File: config.mk
export PLATFORM = sky130hd
export DESIGN_NAME = xtea_half_round
export DESIGN_NICKNAME = d
export VERILOG_FILES = /design/src/xtea_block_cipher_assert.svh /design/src/xtea_pkg.sv /design/src/xtea_half_round.sv
export SDC_FILE = /design/constraint.sdc
export NUM_CORES = 1
export LEC_CHECK = 0
export ABC_AREA = 1
export BUFFER_PORTS_ARGS = -buffer_cell sky130_fd_sc_hd__clkbuf_2
export CORE_AREA = 4 4 151 153
export DETAILED_ROUTE_END_ITERATION = 16
export DIE_AREA = 0 0 155 157
export GPL_TIMING_DRIVEN = 0
export SLEW_MARGIN = 5
export SYNTH_ARGS = -nofsm -noshare
export SYNTH_HDL_FRONTEND = slang
export SYNTH_SLANG_ARGS = --single-unit
File: constraint.sdc
create_clock -name clk -period 1.6 [get_ports clk]
set_clock_uncertainty 0.05 [all_clocks]
set_input_delay 0.08 -clock clk [delete_from_list [all_inputs] [get_ports clk]]
set_output_delay 0.08 -clock clk [all_outputs]
set_load 0.03 [all_outputs]
File: src/xtea_block_cipher_assert.svh
// assertion macros shared by the xtea cipher rtl
`ifndef XTEA_BLOCK_CIPHER_ASSERT_SVH
`define XTEA_BLOCK_CIPHER_ASSERT_SVH

// same-cycle implication, sampled on clk and idle while rst_n is low
`define XTEA_ASSERT_IMPL(name, ante, cons, msg) \
    name: assert property (@(posedge clk) disable iff (!rst_n) (ante) |-> (cons)) \
        else $error(msg);

// next-cycle implication, sampled on clk and idle while rst_n is low
`define XTEA_ASSERT_NEXT(name, ante, cons, msg) \
    name: assert property (@(posedge clk) disable iff (!rst_n) (ante) |=> (cons)) \
        else $error(msg);

`endif

File: src/xtea_pkg.sv
// types, constants and the round function of the xtea cipher
package xtea_pkg;

    localparam int DATA_W    = 32;
    localparam int ADDR_W    = 5;
    localparam int REG_IDX_W = 3;
    localparam int KEY_WORDS = 4;

    localparam logic [DATA_W-1:0] XTEA_DELTA = 32'h9E37_79B9;

    // register indexes, byte address is four times the index
    localparam logic [REG_IDX_W-1:0] REG_KEY0 = 3'd0;
    localparam logic [REG_IDX_W-1:0] REG_KEY1 = 3'd1;
    localparam logic [REG_IDX_W-1:0] REG_KEY2 = 3'd2;
    localparam logic [REG_IDX_W-1:0] REG_KEY3 = 3'd3;
    localparam logic [REG_IDX_W-1:0] REG_MODE = 3'd4;

    typedef logic [KEY_WORDS-1:0][DATA_W-1:0] key_words_t;

    typedef struct packed {
        logic [DATA_W-1:0] y;
        logic [DATA_W-1:0] z;
        logic              last;
    } block_t;

    function automatic logic [DATA_W-1:0] xtea_mix(
        input logic [DATA_W-1:0] x,
        input logic [DATA_W-1:0] s,
        input logic [DATA_W-1:0] kw
    );
        xtea_mix = (((x << 4) ^ (x >> 5)) + x) ^ (s + kw);
    endfunction

endpackage

File: src/xtea_half_round.sv
// one feistel half-round of xtea with its pipeline register
module xtea_half_round
    import xtea_pkg::*;
#(
    parameter logic [31:0] ENC_SUM = 32'h0000_0000,
    parameter logic [31:0] DEC_SUM = 32'h0000_0000,
    parameter bit          ODD     = 1'b0
)
(
    input  logic       clk,
    input  logic       rst_n,
    input  logic       advance,
    input  logic       decrypt,
    input  key_words_t key,
    input  logic       valid,
    input  block_t     data,
    output logic       valid_out,
    output block_t     data_out
);

    logic        valid_reg;
    block_t      data_reg;
    block_t      data_next;
    logic        update_y;
    logic [31:0] sum;
    logic [1:0]  key_idx;
    logic [31:0] src_word;
    logic [31:0] dst_word;
    logic [31:0] mixed;
    logic [31:0] new_word;

    // encryption updates y on even half-rounds, decryption on odd ones
    assign update_y = (ODD == decrypt);
    assign sum      = decrypt ? DEC_SUM : ENC_SUM;
    assign key_idx  = update_y ? sum[1:0] : sum[12:11];
    assign src_word = update_y ? data.z : data.y;
    assign dst_word = update_y ? data.y : data.z;
    assign mixed    = xtea_mix(src_word, sum, key[key_idx]);
    assign new_word = decrypt ? (dst_word - mixed) : (dst_word + mixed);

    always_comb
    begin
        data_next = data;
        if (update_y)
        begin
            data_next.y = new_word;
        end
        else
        begin
            data_next.z = new_word;
        end
    end

    always_ff @(posedge clk or negedge rst_n)
    begin
        if (!rst_n)
        begin
            valid_reg <= 1'b0;
        end
        else if (advance)
        begin
            valid_reg <= valid;
        end
    end

    always_ff @(posedge clk)
    begin
        if (advance)
        begin
            data_reg <= data_next;
        end
    end

    assign valid_out = valid_reg;
    assign data_out  = data_reg;

endmodule

==> impl_metrics.ini <==
[floorplanning]
die_y_um = 157
dieArea_um2 = 24300
die_w_um = 155
core_area_um2 = 21600
initial_core_util_pct = 39.4
ios = 264
row_count = 54

[outcome]
status = finished with violations
violations = negative setup slack

[yosys]
postSynthAreaPerCell_um2 = 6.77
synth_cells = 1252
synthesis.area_um2 = 8480
ys_seq_elements = 66
yosysSeqAreaShare_pct = 23.3
ys_types = 52
synth_warnings = 0
syn-num-nets = 1518

[critical_path]
cp_common_cell = nand2_2
max_stage_delay_ns = 0.59
cp-end-kind = flip-flop
criticalPathCategory = input pin to flip-flop
cp_max_fo = 5
crit_path_start_kind = input pin
crit_slowest_cell = fa_2
required_ns = 1.61
cp_data_arrival_time_ns = 5.13

[layout]
multi_input_area_um2 = 7400
final_common_cell = nand2_1
nFillCells = 1968
fin_nets = 1809
syn_to_final_growth_pct = 48.0
antenna_cells = 0
layout-drive-gt1-share_pct = 39.2
regArea_um2 = 1980
final_cell_mix = nand2_1 (318), clkbuf_2 (166), inv_1 (119)
final_cells = 1828

[timing]
rsz0062_at_grt = yes
slew_headroom_pct = 39.1
timing.final.crit_share_pct = 320
finalSetupViolations = 64
fin_ws_ns = -3.53
worst_slew_pin_slew_ns = 0.913
finalHoldViolations = 0
slew_viol_final = 0
period_needed_ns = 5.13
max_freq_mhz = 195
fin_tns_setup_ns = -176.88

[power_and_ir_drop]
p_leak_nw = 6.02
p_total_mw = 19.4
power_density_nw_per_um2 = 1550
vdd_ir_drop_max_uv = 771

[clock_network]
cts_buffers = 9
cts_num_sinks = 66
clkLatencyLatePin_ns = 0.33
cts_max_level = 3
root_buffer = clkbuf_16
clock_path_buffers = 2
cts_tree = done
clk_pin_slew_worst_paths_ns = 0.06

[route]
antenna_left = 0
drt_iter0_markers = 682
postRouteWirelength_um = 32300
vias = 9667
via_per_inst = 5.29
drc = 0
drt_pre_antenna_iters = 6
wl_per_cell_um = 17.7

[grt]
grt_pass1_wl_um = 48400
grt_pass1_vias = 9170
grt_overflow = 0
grt_max_degree = 67
antenna_found_initial = 0
grt.total_usage_pct = 25.4

[place]
hpwl_um = 24800
place_congestion = 0.941
port_buffers = 166
dp_cells = 1698

[worst_hold_path]
hold_path_class = input pin to flip-flop

[run]
cap_violations = 0
-- cell usage after synthesis (all sizes together) --
cell type,count,area (um2)
a2111oi,1,8.76
a211oi,2,15.0
a21boi,3,22.5
a21o,4,30.0
a21oi,61,320
a221oi,2,17.5
a31o,1,8.76
a31oi,7,43.8
and2,2,12.5
buf,7,76.3
clkbuf,19,71.3
dfrtp,1,25.0
edfxtp,65,1950
fa,2,40.0
ha,66,826
inv,138,518
mux2,1,11.3
mux2i,2,20.0
nand2,414,1640
nand3,65,335
nand3b,13,110
nand4,8,50.1
nor2,91,394
nor3,21,125
nor3b,1,7.51
nor4,4,25.0
o211ai,5,37.5
o21a,8,60.1
o21ai,109,553
o21bai,5,37.5
o221ai,3,26.3
or2,13,81.3
xnor2,32,288
xor2,76,688
-- final timing paths --
path	startpoint	slack [ns]	depth (start not counted)	to
setup / recovery	decrypt	-3.53	36	data_out[29]
hold / removal	data[32]	0.01	3	data_out[32]
setup reg to reg	valid_out	0.81	1	valid_out
hold reg to reg	valid_out	0.46	1	valid_out
max in group asynchronous	rst_n	0.87	3	valid_out
min in group asynchronous	rst_n	0.53	3	valid_out
-- final cells by class --
| cell class | count | area share [%] |
|---|---|---|
| Buffer | 26 | 1.80 |
| Clock buffer | 12 | 1.88 |
| Clock inverter | 4 | 0.418 |
| Inverter | 138 | 4.18 |
| Multi-Input combinational cell | 1022 | 58.9 |
| Sequential cell | 66 | 15.7 |
| Tap cell | 280 | 2.79 |
| Timing Repair Buffer | 280 | 14.2 |
-- cell families after synthesis --
logic type,after synthesis,synth area share (%)
multiplexers,3,0.369
AND/OR/NAND/NOR,632,32.8
buffers and inverters,164,7.85
XOR/XNOR,108,11.5
adder cells (fa/ha/maj),68,10.2
flip-flops,66,23.3
AO/OA/AOI/OAI,211,13.9
-- worst max-delay path: cells and delay by family --
| kind | cells | cell delay (ns) |
|---|---|---|
| fa+ha+maj | 4 | 1.19 |
| compound gates | 5 | 0.86 |
| xor+xnor | 1 | 0.14 |
| buf+inv | 8 | 0.95 |
| simple gates | 18 | 1.86 |
-- per-layer routing --
metal / GRT usage, % / wire length (um) / vias up
met5: 0 / 0 / -
met4: 6.81 / 818 / 0
met3: 2.80 / 2100 / 60
met2: 43.2 / 15300 / 365
met1: 34.6 / 14100 / 4537
li1: - / - / 4705
-- sequential cells by signal (all words and copies together) (netlist names) --
signal     cells
data_out      65
valid_out      1
-- what timing repair did --
action	in CTS	in global routing
hold buffers	4	0
gates resized for setup	242	122
hold endpoints to repair	3	0
pin swaps	79	77
gates cloned	1	0
buffers inserted	89	26
endpoints found under the setup margin	64	64
-- through the flow --
stage	hold WS (ns)	cell area (um2)	utilization [%]	setup slack, ns
floorplan	-0.266	8730	-	-3.34
global placement	-0.194	9910	46.0	-4.90
detailed placement	-0.193	9920	46.0	-4.96
CTS	0.00701	11900	55.0	-3.52
global route	0.0369	12600	58.3	-3.74
finish	0.00960	12600	58.3	-3.53
-- power breakdown --
group / total, mW / internal, mW / switching (mW)
combinational: 14.7 / 6.13 / 8.56
sequential: 2.73 / 2.61 / 0.118
clock: 1.98 / 1.21 / 0.766
total: 19.4 / 9.95 / 9.45
(Power assumes the default switching activity.)
